<file path="config.mk">
export PLATFORM = sky130hd
export DESIGN_NAME = damage_rect_update_selector
export DESIGN_NICKNAME = d
export VERILOG_FILES = /design/src/drus_pkg.sv /design/src/drus_front.sv /design/src/drus_queue.sv /design/src/drus_back.sv /design/src/damage_rect_update_selector.sv
export SDC_FILE = /design/constraint.sdc
export NUM_CORES = 2
export LEC_CHECK = 0
export BUFFER_PORTS_ARGS = -buffer_cell sky130_fd_sc_hd__buf_2
export CORE_UTILIZATION = 45
export DETAILED_ROUTE_END_ITERATION = 8
export MAX_ROUTING_LAYER = met4
export SLEW_MARGIN = 20
export SYNTH_ARGS = -nofsm -noshare
export SYNTH_HDL_FRONTEND = slang
export SYNTH_HIERARCHICAL = 1
export SYNTH_SLANG_ARGS = --single-unit
</file>
<file path="constraint.sdc">
create_clock -name clk -period 20.9 [get_ports clk]
set_input_delay 0 -clock clk [delete_from_list [all_inputs] [get_ports clk]]
set_output_delay 0 -clock clk [all_outputs]
set_load 0.02 [all_outputs]
</file>
<file path="src/drus_pkg.sv">
// Shared types and constants for the damage rectangle update selector.
// Depends on nothing; every other file in src imports it.
`default_nettype none

package drus_pkg;

    // Coordinate and derived widths.
    localparam int COORD_BITS = 16;
    localparam int EDGE_BITS  = COORD_BITS + 1;
    localparam int AREA_BITS  = 2 * COORD_BITS;
    localparam int WAVE_BITS  = 8;

    // The fast waveform is used below one sixteenth of the panel area.
    localparam int SMALL_SHIFT = 4;

    // Configuration port.
    localparam int CFG_INDEX_BITS = 2;
    localparam int CFG_DATA_BITS  = COORD_BITS;

    localparam logic [CFG_INDEX_BITS-1:0] REG_PANEL_WIDTH     = 2'd0;
    localparam logic [CFG_INDEX_BITS-1:0] REG_PANEL_HEIGHT    = 2'd1;
    localparam logic [CFG_INDEX_BITS-1:0] REG_NORMAL_WAVEFORM = 2'd2;
    localparam logic [CFG_INDEX_BITS-1:0] REG_FAST_WAVEFORM   = 2'd3;

    localparam logic [COORD_BITS-1:0] PANEL_WIDTH_RESET     = 16'd1024;
    localparam logic [COORD_BITS-1:0] PANEL_HEIGHT_RESET    = 16'd768;
    localparam logic [WAVE_BITS-1:0]  NORMAL_WAVEFORM_RESET = 8'd2;
    localparam logic [WAVE_BITS-1:0]  FAST_WAVEFORM_RESET   = 8'd1;

    // Request operation codes.
    localparam logic OP_DAMAGE    = 1'b0;
    localparam logic OP_FRAME_END = 1'b1;

    // Input request.
    typedef struct packed {
        logic                  operation;
        logic [COORD_BITS-1:0] dmg_x;
        logic [COORD_BITS-1:0] dmg_y;
        logic [COORD_BITS-1:0] dmg_w;
        logic [COORD_BITS-1:0] dmg_h;
        logic                  capture_ok;
        logic [COORD_BITS-1:0] capture_width;
        logic [COORD_BITS-1:0] capture_height;
    } in_item_t;

    // Output request.
    typedef struct packed {
        logic [COORD_BITS-1:0] upd_top;
        logic [COORD_BITS-1:0] upd_left;
        logic [COORD_BITS-1:0] upd_width;
        logic [COORD_BITS-1:0] upd_height;
        logic [WAVE_BITS-1:0]  waveform_id;
        logic                  rescaled;
    } out_item_t;

    // Region chosen by the front end, waiting for waveform selection.
    typedef struct packed {
        logic [COORD_BITS-1:0] top;
        logic [COORD_BITS-1:0] left;
        logic [COORD_BITS-1:0] width;
        logic [COORD_BITS-1:0] height;
        logic                  rescaled;
    } region_t;

    // Current configuration register values.
    typedef struct packed {
        logic [COORD_BITS-1:0] panel_width;
        logic [COORD_BITS-1:0] panel_height;
        logic [WAVE_BITS-1:0]  normal_waveform;
        logic [WAVE_BITS-1:0]  fast_waveform;
    } cfg_t;

endpackage

`default_nettype wire

</file>
<file path="src/drus_front.sv">
// Front end: accepts requests, merges damage into a bounding box and picks
// the region to refresh at each frame end. Depends on drus_pkg.
`default_nettype none

module drus_front (
    input  wire logic              clk,
    input  wire logic              rst_n,
    input  wire logic              in_valid,
    output logic                   in_ready,
    input  wire drus_pkg::in_item_t in_data,
    input  wire drus_pkg::cfg_t     cfg,
    input  wire logic              q_full,
    output logic                   q_push,
    output drus_pkg::region_t      q_data
);
    import drus_pkg::*;

    // Length of [start, stop) after clamping it to [0, limit).
    function automatic logic [COORD_BITS-1:0] clamp_span(
        input logic [COORD_BITS-1:0] start,
        input logic [EDGE_BITS-1:0]  stop,
        input logic [COORD_BITS-1:0] limit
    );
        logic [EDGE_BITS-1:0] lim_e;
        logic [EDGE_BITS-1:0] start_e;
        logic [EDGE_BITS-1:0] stop_c;
        logic [EDGE_BITS-1:0] diff;
        lim_e   = {1'b0, limit};
        start_e = {1'b0, start};
        stop_c  = (stop > lim_e) ? lim_e : stop;
        diff    = stop_c - start_e;
        if (start_e >= lim_e || stop_c <= start_e)
        begin
            return '0;
        end
        return diff[COORD_BITS-1:0];
    endfunction

    logic [COORD_BITS-1:0] acc_left_reg, acc_left_next;
    logic [COORD_BITS-1:0] acc_top_reg, acc_top_next;
    logic [EDGE_BITS-1:0]  acc_right_reg, acc_right_next;
    logic [EDGE_BITS-1:0]  acc_bottom_reg, acc_bottom_next;
    logic                  damage_seen_reg, damage_seen_next;
    logic                  first_frame_reg, first_frame_next;

    logic                  accept;
    logic                  is_damage;
    logic                  is_frame_end;
    logic [EDGE_BITS-1:0]  dmg_right;
    logic [EDGE_BITS-1:0]  dmg_bottom;
    logic                  use_damage;
    logic                  size_match;
    logic [COORD_BITS-1:0] sel_left;
    logic [COORD_BITS-1:0] sel_top;
    logic [EDGE_BITS-1:0]  sel_right;
    logic [EDGE_BITS-1:0]  sel_bottom;
    logic [COORD_BITS-1:0] span_w;
    logic [COORD_BITS-1:0] span_h;

    // A request is taken whenever the queue has room.
    assign in_ready     = !q_full;
    assign accept       = in_valid && in_ready;
    assign is_damage    = accept && (in_data.operation == OP_DAMAGE);
    assign is_frame_end = accept && (in_data.operation == OP_FRAME_END);

    // Exclusive edges of the reported rectangle.
    assign dmg_right  = {1'b0, in_data.dmg_x} + {1'b0, in_data.dmg_w};
    assign dmg_bottom = {1'b0, in_data.dmg_y} + {1'b0, in_data.dmg_h};

    // Region selection for a frame end with matching capture size.
    assign use_damage = damage_seen_reg && !first_frame_reg;
    assign size_match = (in_data.capture_width == cfg.panel_width)
                     && (in_data.capture_height == cfg.panel_height);
    assign sel_left   = use_damage ? acc_left_reg : '0;
    assign sel_top    = use_damage ? acc_top_reg : '0;
    assign sel_right  = use_damage ? acc_right_reg : {1'b0, cfg.panel_width};
    assign sel_bottom = use_damage ? acc_bottom_reg : {1'b0, cfg.panel_height};
    assign span_w     = clamp_span(sel_left, sel_right, cfg.panel_width);
    assign span_h     = clamp_span(sel_top, sel_bottom, cfg.panel_height);

    // Queue entry: the clamped region, or the full panel on a size mismatch.
    always_comb
    begin
        q_push = is_frame_end && in_data.capture_ok
              && (!size_match || (span_w != '0 && span_h != '0));
        if (size_match)
        begin
            q_data.top      = sel_top;
            q_data.left     = sel_left;
            q_data.width    = span_w;
            q_data.height   = span_h;
            q_data.rescaled = 1'b0;
        end
        else
        begin
            q_data.top      = '0;
            q_data.left     = '0;
            q_data.width    = cfg.panel_width;
            q_data.height   = cfg.panel_height;
            q_data.rescaled = 1'b1;
        end
    end

    // Damage merge and frame flags.
    always_comb
    begin
        acc_left_next    = acc_left_reg;
        acc_top_next     = acc_top_reg;
        acc_right_next   = acc_right_reg;
        acc_bottom_next  = acc_bottom_reg;
        damage_seen_next = damage_seen_reg;
        first_frame_next = first_frame_reg;
        if (is_damage)
        begin
            damage_seen_next = 1'b1;
            if (!damage_seen_reg)
            begin
                acc_left_next   = in_data.dmg_x;
                acc_top_next    = in_data.dmg_y;
                acc_right_next  = dmg_right;
                acc_bottom_next = dmg_bottom;
            end
            else
            begin
                if (in_data.dmg_x < acc_left_reg)
                begin
                    acc_left_next = in_data.dmg_x;
                end
                if (in_data.dmg_y < acc_top_reg)
                begin
                    acc_top_next = in_data.dmg_y;
                end
                if (dmg_right > acc_right_reg)
                begin
                    acc_right_next = dmg_right;
                end
                if (dmg_bottom > acc_bottom_reg)
                begin
                    acc_bottom_next = dmg_bottom;
                end
            end
        end
        if (is_frame_end)
        begin
            damage_seen_next = 1'b0;
            if (in_data.capture_ok)
            begin
                first_frame_next = 1'b0;
            end
        end
    end

    always_ff @(posedge clk or negedge rst_n)
    begin
        if (!rst_n)
        begin
            acc_left_reg    <= '0;
            acc_top_reg     <= '0;
            acc_right_reg   <= '0;
            acc_bottom_reg  <= '0;
            damage_seen_reg <= 1'b0;
            first_frame_reg <= 1'b1;
        end
        else
        begin
            acc_left_reg    <= acc_left_next;
            acc_top_reg     <= acc_top_next;
            acc_right_reg   <= acc_right_next;
            acc_bottom_reg  <= acc_bottom_next;
            damage_seen_reg <= damage_seen_next;
            first_frame_reg <= first_frame_next;
        end
    end

endmodule

`default_nettype wire

</file>
<file path="src/drus_queue.sv">
// Short queue of chosen regions between the front end and the back end.
// Depends on drus_pkg.
`default_nettype none

module drus_queue #(
    parameter int DEPTH = 2
) (
    input  wire logic             clk,
    input  wire logic             rst_n,
    input  wire logic             push,
    input  wire drus_pkg::region_t push_data,
    input  wire logic             pop,
    output logic                  full,
    output logic                  valid,
    output drus_pkg::region_t     head
);
    import drus_pkg::*;

    localparam int PTR_BITS = (DEPTH > 1) ? $clog2(DEPTH) : 1;
    localparam int CNT_BITS = $clog2(DEPTH + 1);

    region_t               slot_reg [DEPTH];
    logic [PTR_BITS-1:0]   wr_ptr_reg, wr_ptr_next;
    logic [PTR_BITS-1:0]   rd_ptr_reg, rd_ptr_next;
    logic [CNT_BITS-1:0]   count_reg, count_next;
    logic                  do_push;
    logic                  do_pop;

    assign full    = (count_reg == CNT_BITS'(DEPTH));
    assign valid   = (count_reg != '0);
    assign head    = slot_reg[rd_ptr_reg];
    assign do_push = push && !full;
    assign do_pop  = pop && valid;

    // Pointer and fill count update.
    always_comb
    begin
        wr_ptr_next = wr_ptr_reg;
        rd_ptr_next = rd_ptr_reg;
        count_next  = count_reg;
        if (do_push)
        begin
            wr_ptr_next = (wr_ptr_reg == PTR_BITS'(DEPTH - 1)) ? '0 : wr_ptr_reg + 1'b1;
        end
        if (do_pop)
        begin
            rd_ptr_next = (rd_ptr_reg == PTR_BITS'(DEPTH - 1)) ? '0 : rd_ptr_reg + 1'b1;
        end
        if (do_push && !do_pop)
        begin
            count_next = count_reg + 1'b1;
        end
        else if (do_pop && !do_push)
        begin
            count_next = count_reg - 1'b1;
        end
    end

    always_ff @(posedge clk or negedge rst_n)
    begin
        if (!rst_n)
        begin
            wr_ptr_reg <= '0;
            rd_ptr_reg <= '0;
            count_reg  <= '0;
        end
        else
        begin
            wr_ptr_reg <= wr_ptr_next;
            rd_ptr_reg <= rd_ptr_next;
            count_reg  <= count_next;
        end
    end

    // Entry storage.
    always_ff @(posedge clk)
    begin
        if (do_push)
        begin
            slot_reg[wr_ptr_reg] <= push_data;
        end
    end

endmodule

`default_nettype wire

</file>
<file path="src/drus_back.sv">
// Back end: computes the region area, picks the waveform and holds the
// result in an output register. Depends on drus_pkg.
`default_nettype none

module drus_back (
    input  wire logic             clk,
    input  wire logic             rst_n,
    input  wire drus_pkg::cfg_t    cfg,
    input  wire logic             q_valid,
    input  wire drus_pkg::region_t q_head,
    output logic                  q_pop,
    output logic                  out_valid,
    input  wire logic             out_ready,
    output drus_pkg::out_item_t   out_data
);
    import drus_pkg::*;

    logic [AREA_BITS-1:0] panel_area_reg;
    logic                 s1_valid_reg;
    region_t              s1_region_reg;
    logic [AREA_BITS-1:0] s1_area_reg;
    logic                 out_valid_reg;
    out_item_t            out_data_reg;

    logic                 s2_load;
    logic                 s1_load;
    logic [AREA_BITS-1:0] small_limit;
    logic                 is_small;

    // Stage enables: each stage moves when the one after it has room.
    assign s2_load = !out_valid_reg || out_ready;
    assign s1_load = !s1_valid_reg || s2_load;
    assign q_pop   = q_valid && s1_load;

    // The user must change configuration only while idle; the block does not enforce it.
    // So the panel area is recomputed freely and is settled before any region reaches the compare.
    always_ff @(posedge clk)
    begin
        panel_area_reg <= AREA_BITS'(cfg.panel_width) * AREA_BITS'(cfg.panel_height);
    end

    assign small_limit = {{SMALL_SHIFT{1'b0}}, panel_area_reg[AREA_BITS-1:SMALL_SHIFT]};
    assign is_small    = (s1_area_reg < small_limit);

    // Stage valid flags.
    always_ff @(posedge clk or negedge rst_n)
    begin
        if (!rst_n)
        begin
            s1_valid_reg  <= 1'b0;
            out_valid_reg <= 1'b0;
        end
        else
        begin
            if (s1_load)
            begin
                s1_valid_reg <= q_valid;
            end
            if (s2_load)
            begin
                out_valid_reg <= s1_valid_reg;
            end
        end
    end

    // Area multiply, then waveform selection into the output register.
    always_ff @(posedge clk)
    begin
        if (q_pop)
        begin
            s1_region_reg <= q_head;
            s1_area_reg   <= AREA_BITS'(q_head.width) * AREA_BITS'(q_head.height);
        end
        if (s2_load && s1_valid_reg)
        begin
            out_data_reg.upd_top     <= s1_region_reg.top;
            out_data_reg.upd_left    <= s1_region_reg.left;
            out_data_reg.upd_width   <= s1_region_reg.width;
            out_data_reg.upd_height  <= s1_region_reg.height;
            out_data_reg.waveform_id <= is_small ? cfg.fast_waveform : cfg.normal_waveform;
            out_data_reg.rescaled    <= s1_region_reg.rescaled;
        end
    end

    assign out_valid = out_valid_reg;
    assign out_data  = out_data_reg;

endmodule

`default_nettype wire

</file>
<file path="src/damage_rect_update_selector.sv">
// Top level of the damage rectangle update selector: configuration registers,
// front end, region queue and back end. Depends on drus_pkg, drus_front,
// drus_queue and drus_back.
//
//   Port group   Direction  Handshake            Payload
//   in_*         input      in_valid / in_ready  drus_pkg::in_item_t
//   out_*        output     out_valid/out_ready  drus_pkg::out_item_t
//   cfg_*        input      cfg_write            cfg_index, cfg_data
//
// One request is accepted per cycle while the region queue has room.
// A frame end that produces an update is written into the queue when it is accepted,
// then moves into the area multiplier stage and from there into the output register,
// which raises out_valid. Damage reports and failed frames produce no output.
// A stalled output fills the pipeline and then the queue before in_ready drops.
// Reset is asynchronous and active low; no clearing pass is needed.
`default_nettype none

module damage_rect_update_selector #(
    parameter int QUEUE_DEPTH = 2
) (
    input  wire logic                                   clk,
    input  wire logic                                   rst_n,
    input  wire logic                                   in_valid,
    output logic                                        in_ready,
    input  wire drus_pkg::in_item_t                      in_data,
    output logic                                        out_valid,
    input  wire logic                                   out_ready,
    output drus_pkg::out_item_t                          out_data,
    input  wire logic                                   cfg_write,
    input  wire logic [drus_pkg::CFG_INDEX_BITS-1:0]     cfg_index,
    input  wire logic [drus_pkg::CFG_DATA_BITS-1:0]      cfg_data
);
    import drus_pkg::*;

    cfg_t    cfg_reg;
    logic    q_push;
    region_t q_push_data;
    logic    q_pop;
    logic    q_full;
    logic    q_valid;
    region_t q_head;

    // Configuration registers.
    always_ff @(posedge clk or negedge rst_n)
    begin
        if (!rst_n)
        begin
            cfg_reg.panel_width     <= PANEL_WIDTH_RESET;
            cfg_reg.panel_height    <= PANEL_HEIGHT_RESET;
            cfg_reg.normal_waveform <= NORMAL_WAVEFORM_RESET;
            cfg_reg.fast_waveform   <= FAST_WAVEFORM_RESET;
        end
        else if (cfg_write)
        begin
            unique case (cfg_index)
                REG_PANEL_WIDTH:     cfg_reg.panel_width     <= cfg_data;
                REG_PANEL_HEIGHT:    cfg_reg.panel_height    <= cfg_data;
                REG_NORMAL_WAVEFORM: cfg_reg.normal_waveform <= cfg_data[WAVE_BITS-1:0];
                REG_FAST_WAVEFORM:   cfg_reg.fast_waveform   <= cfg_data[WAVE_BITS-1:0];
            endcase
        end
    end

    drus_front u_front (
        .clk      (clk),
        .rst_n    (rst_n),
        .in_valid (in_valid),
        .in_ready (in_ready),
        .in_data  (in_data),
        .cfg      (cfg_reg),
        .q_full   (q_full),
        .q_push   (q_push),
        .q_data   (q_push_data)
    );

    drus_queue #(
        .DEPTH (QUEUE_DEPTH)
    ) u_queue (
        .clk       (clk),
        .rst_n     (rst_n),
        .push      (q_push),
        .push_data (q_push_data),
        .pop       (q_pop),
        .full      (q_full),
        .valid     (q_valid),
        .head      (q_head)
    );

    drus_back u_back (
        .clk       (clk),
        .rst_n     (rst_n),
        .cfg       (cfg_reg),
        .q_valid   (q_valid),
        .q_head    (q_head),
        .q_pop     (q_pop),
        .out_valid (out_valid),
        .out_ready (out_ready),
        .out_data  (out_data)
    );

`ifndef ASSERT_OFF
    // The front end never pushes into a full queue.
    assert property (@(posedge clk) disable iff (!rst_n) q_push |-> !q_full)
        else $error("region pushed into a full queue");

    // A normal update is never empty.
    assert property (@(posedge clk) disable iff (!rst_n)
        (out_valid && !out_data.rescaled)
            |-> (out_data.upd_width != '0 && out_data.upd_height != '0))
        else $error("empty region emitted");

    // The waveform is always one of the two configured ones.
    assert property (@(posedge clk) disable iff (!rst_n)
        out_valid |-> (out_data.waveform_id == cfg_reg.fast_waveform
                    || out_data.waveform_id == cfg_reg.normal_waveform))
        else $error("waveform id not from configuration");
`endif

endmodule

`default_nettype wire
</file>
==> implementation parameters <==
Parameter                              Value

Status
  Status ... finished clean

Global routing
  Largest net degree at the start of global routing ... 100
  Antenna violations before repair ... 3
  Aggregate global-route resource usage ... 24.95%
  Total congestion overflow after global routing ... 0
  Vias in the first global route ... 29.67k
  First-pass GRT wire length ... 170.2 mm

Yosys
  Top cells by count, synth ... 645 x inv_1, 438 x nand2_1, 425 x ha_1
  Net count after synthesis ... 4835
  Main synth FF type ... edfxtp_1
  Share of the synthesized area in the top cell type ... 22.07%
  Cell type with the largest total area after synthesis ... edfxtp_1
  Mean Syn Cell Area ... roughly 10 um^2
  Share of async-settable or async-resettable flops after synthesis ... 27.11%
  Area of the mapped netlist ... around 0.041 mm^2
  Synthesis warning total ... 6
  Most frequent cell after synthesis ... inv_1
  Netlist cell types ... 89
  Post-Syn Instances ... just under 4k
  Synth Register Bits ... 450
  Number of flops mapped to enable cells by yosys ... 300
  Leading post-synthesis cells by cell area ... edfxtp_1 22%, fa_1 19%, ha_1 13%
  Share of the yosys chip area belonging to registers ... 30.94%

STA
  Slew at the pin closest to its max-slew limit ... 1.040 ns
  Setup TNS ... 0 ns
  Min Clock Period, post-route ... between 8 and 9 ns
  Post-route fraction of the period consumed by the critical path ... ~40%
  Count of final max-slew check failures ... 0
  Final Hold Fails ... 0
  Worst clock skew ... about 0.068 ns
  Endpoints failing setup ... 0
  Worst max-slew margin expressed relative to the limit ... slightly above 30%
  RSZ-0062 raised after global routing ... no
  Fmax ... 118.9 MHz

Cells and area
  Flip-flop count of the largest register after layout ... 130
  Relative area change from synthesis to final layout ... 11.83%
  Fraction of final layout cells sized beyond drive strength 1 ... a little over an eighth
  Fill cell total of the finished layout ... 8243
  Final antenna diode count ... 0
  Design Area, Final ... around 0.046 mm^2
  Number of nets in the finished design ... about 5k

CTS
  Clock-pin slew on the worst setup and hold paths ... about 0.060 ns
  Clock buffer count from CTS ... 52
  TritonCTS clock tree ... done
  Root Buffer ... clkbuf_16
  Clock network latency to the later pin of the worst-skew pair ... 0.66 ns
  Post-CTS Setup Bufs ... 0
  Maximum number of buffers from clock root to sink ... 3
  H-Tree Level Count ... 2
  Num Clock Sinks ... 450

Place
  Number of port buffers ... approximately 200
  Final Wtd Congestion ... 0.9036
  Post-detailed-placement cell area ... roughly 0.043 mm^2
  Post-detailed-placement half-perimeter wirelength ... 80.87 mm

Worst setup path
  Required time of the worst setup path ... 21.15 ns
  Kind of critical path ... reg2reg
  Worst-path fanout max ... 99
  Worst Reg2Reg Path Length in Cells ... 26
  Sort of element at the end of the critical path ... flip-flop
  Worst endpoint data arrival time ... between 8 and 9 ns
  Critical Path Start Type ... flip-flop

Drt
  Per-cell via count in the routed design ... 5.314
  Total Routed Length ... between 100 and 150 mm
  Via count ... 28.54k
  Number of iterations in the first detailed-routing pass ... 5
  DRC violation count after routing ... 0
  WL/cell ... 20.30 um
  Post-DRT Antenna Nets ... 0
  Drt first-iter violations ... 1630

Job
  Max Cap Viol ... 0

Floorplan
  Die Height ... 303.2 um
  Num ports ... ~200
  Floorplan die area ... 0.09193 mm^2
  Starting Density ... between 40 and 50%
  Die W ... 303.2 um
  Num rows ... 110
  Placeable core area ... ~0.09 mm^2

Hold path
  Tightest Hold Check Type ... in2reg
  Worst Hold Depth ... 4
[per-stage QoR]
step / utilization, % / std cells / hold WS, ns / setup slack, ns
detailed placement: 47.94 / 5187 / -0.1395 / 12.56
global route: 50.80 / 5371 / 0.05426 / 12.01
CTS: 50.77 / 5370 / 0.01039 / 12.52
finish: 50.80 / 5371 / 0.05396 / 12.49
global placement: 47.94 / 5187 / -0.1379 / 12.66
floorplan: - / 3897 / -0.2956 / 11.50
[worst max-delay path, stage by stage (launching register included)]
cell and delay [ns]:
dfrtp_1 0.52, nor2b_4 0.20, buf_4 0.73, o21ai_0 0.25, ha_1 0.35, a21o_1 0.18, a21oi_1 0.15, o21ai_0 0.11
a21o_1 0.19, a21o_1 0.17, a21o_1 0.17, a21o_1 0.18, o21ai_2 0.73, mux2_2 0.43, ha_1 0.37, a21oi_1 0.11
nor4b_1 0.17, a211oi_2 0.35, a211oi_1 0.16, o21ai_0 0.28, a21oi_1 0.11, nand4b_2 0.50, a311o_1 0.44, o21ai_1 0.14
nand2_1 0.14, nor2_4 0.11, buf_4 0.69
[per-layer routing]
| metal | global-route usage (%) | vias to the layer above | wire, um |
|---|---|---|---|
| li1 | - | 13440 | - |
| met1 | 33.23 | 14230 | 48970 |
| met2 | 40.06 | 716 | 51650 |
| met3 | 2.856 | 150 | 5111 |
| met4 | 7.358 | 0 | 3317 |
| met5 | - | - | 0 |
[worst paths after layout]
check	start	end	slack [ns]
worst min-delay path	in_data[56]	u_front/acc_right_reg[7]$_DFFE_PN0P_	0.05
max in group asynchronous	rst_n	cfg_reg[11]$_DFFE_PN0P_	19.45
worst max-delay path	u_front/damage_seen_reg$_DFFE_PN0P_	u_queue/slot_reg[0][44]$_DFFE_PP_	12.49
min in group asynchronous	rst_n	u_front/acc_left_reg[11]$_DFFE_PN0P_	0.10
worst max register to register	u_front/damage_seen_reg$_DFFE_PN0P_	u_queue/slot_reg[0][44]$_DFFE_PP_	12.49
worst min register to register	u_back/s1_region_reg[57]$_DFFE_PP_	u_back/out_data[65]$_DFFE_PP_	0.39
[cell usage in the layout (no fill, tap or decap), types with 19 or more instances in the layout]
master         netlist  layout
inv_1              645     645
nand2_1            438     437
ha_1               425     425
fa_1               392     392
edfxtp_1           300     300
and2_1             239     238
buf_2                7     194
mux2_2             170     170
o21ai_0            119     119
dfrtp_1            116     115
a21oi_1            115     115
nor2_1             106     105
xnor2_1            102     102
dlygate4sd3_1        0      85
a21o_1              84      84
clkbuf_16            0      53
nand4_1             46      46
xor2_1              44      44
mux2_4              40      40
buf_4                1      39
nand3_1             38      38
o31ai_1             31      31
dfxtp_1             28      28
a211oi_1            27      27
nor2b_1             25      24
nand2b_1            24      24
nor3_1              23      23
o21a_1              19      19
[logic make-up after synthesis]
| logic type | after synthesis | synth area share, % |
|---|---|---|
| AND/OR/NAND/NOR | 999 | 12.00 |
| adder cells (fa/ha/maj) | 817 | 32.25 |
| flip-flops | 450 | 30.94 |
| multiplexers | 213 | 6.234 |
| AO/OA/AOI/OAI | 508 | 8.245 |
| buffers and inverters | 764 | 7.203 |
| XOR/XNOR | 146 | 3.132 |
[cell type report]
type / count / area [um^2] / area share (%)
inverter: 645 / 2421 / 5.303
timing repair buffer: 319 / 2135 / 4.676
tap: 1176 / 1471 / 3.223
clock inverter: 34 / 310.3 / 0.6797
multi-input combinational: 2683 / 25290 / 55.41
clock buffer: 64 / 1388 / 3.039
sequential: 450 / 12630 / 27.67
[what timing repair did]
action                                 CTS  global route
hold buffers                            85             0
gates resized for setup                  0             0
endpoints found under the hold margin  169             0
setup endpoints to repair                0             0
Power is left out: the tool's default activity adds up to more than one toggle a clock period on the data nets, which glitch-free logic cannot reach.
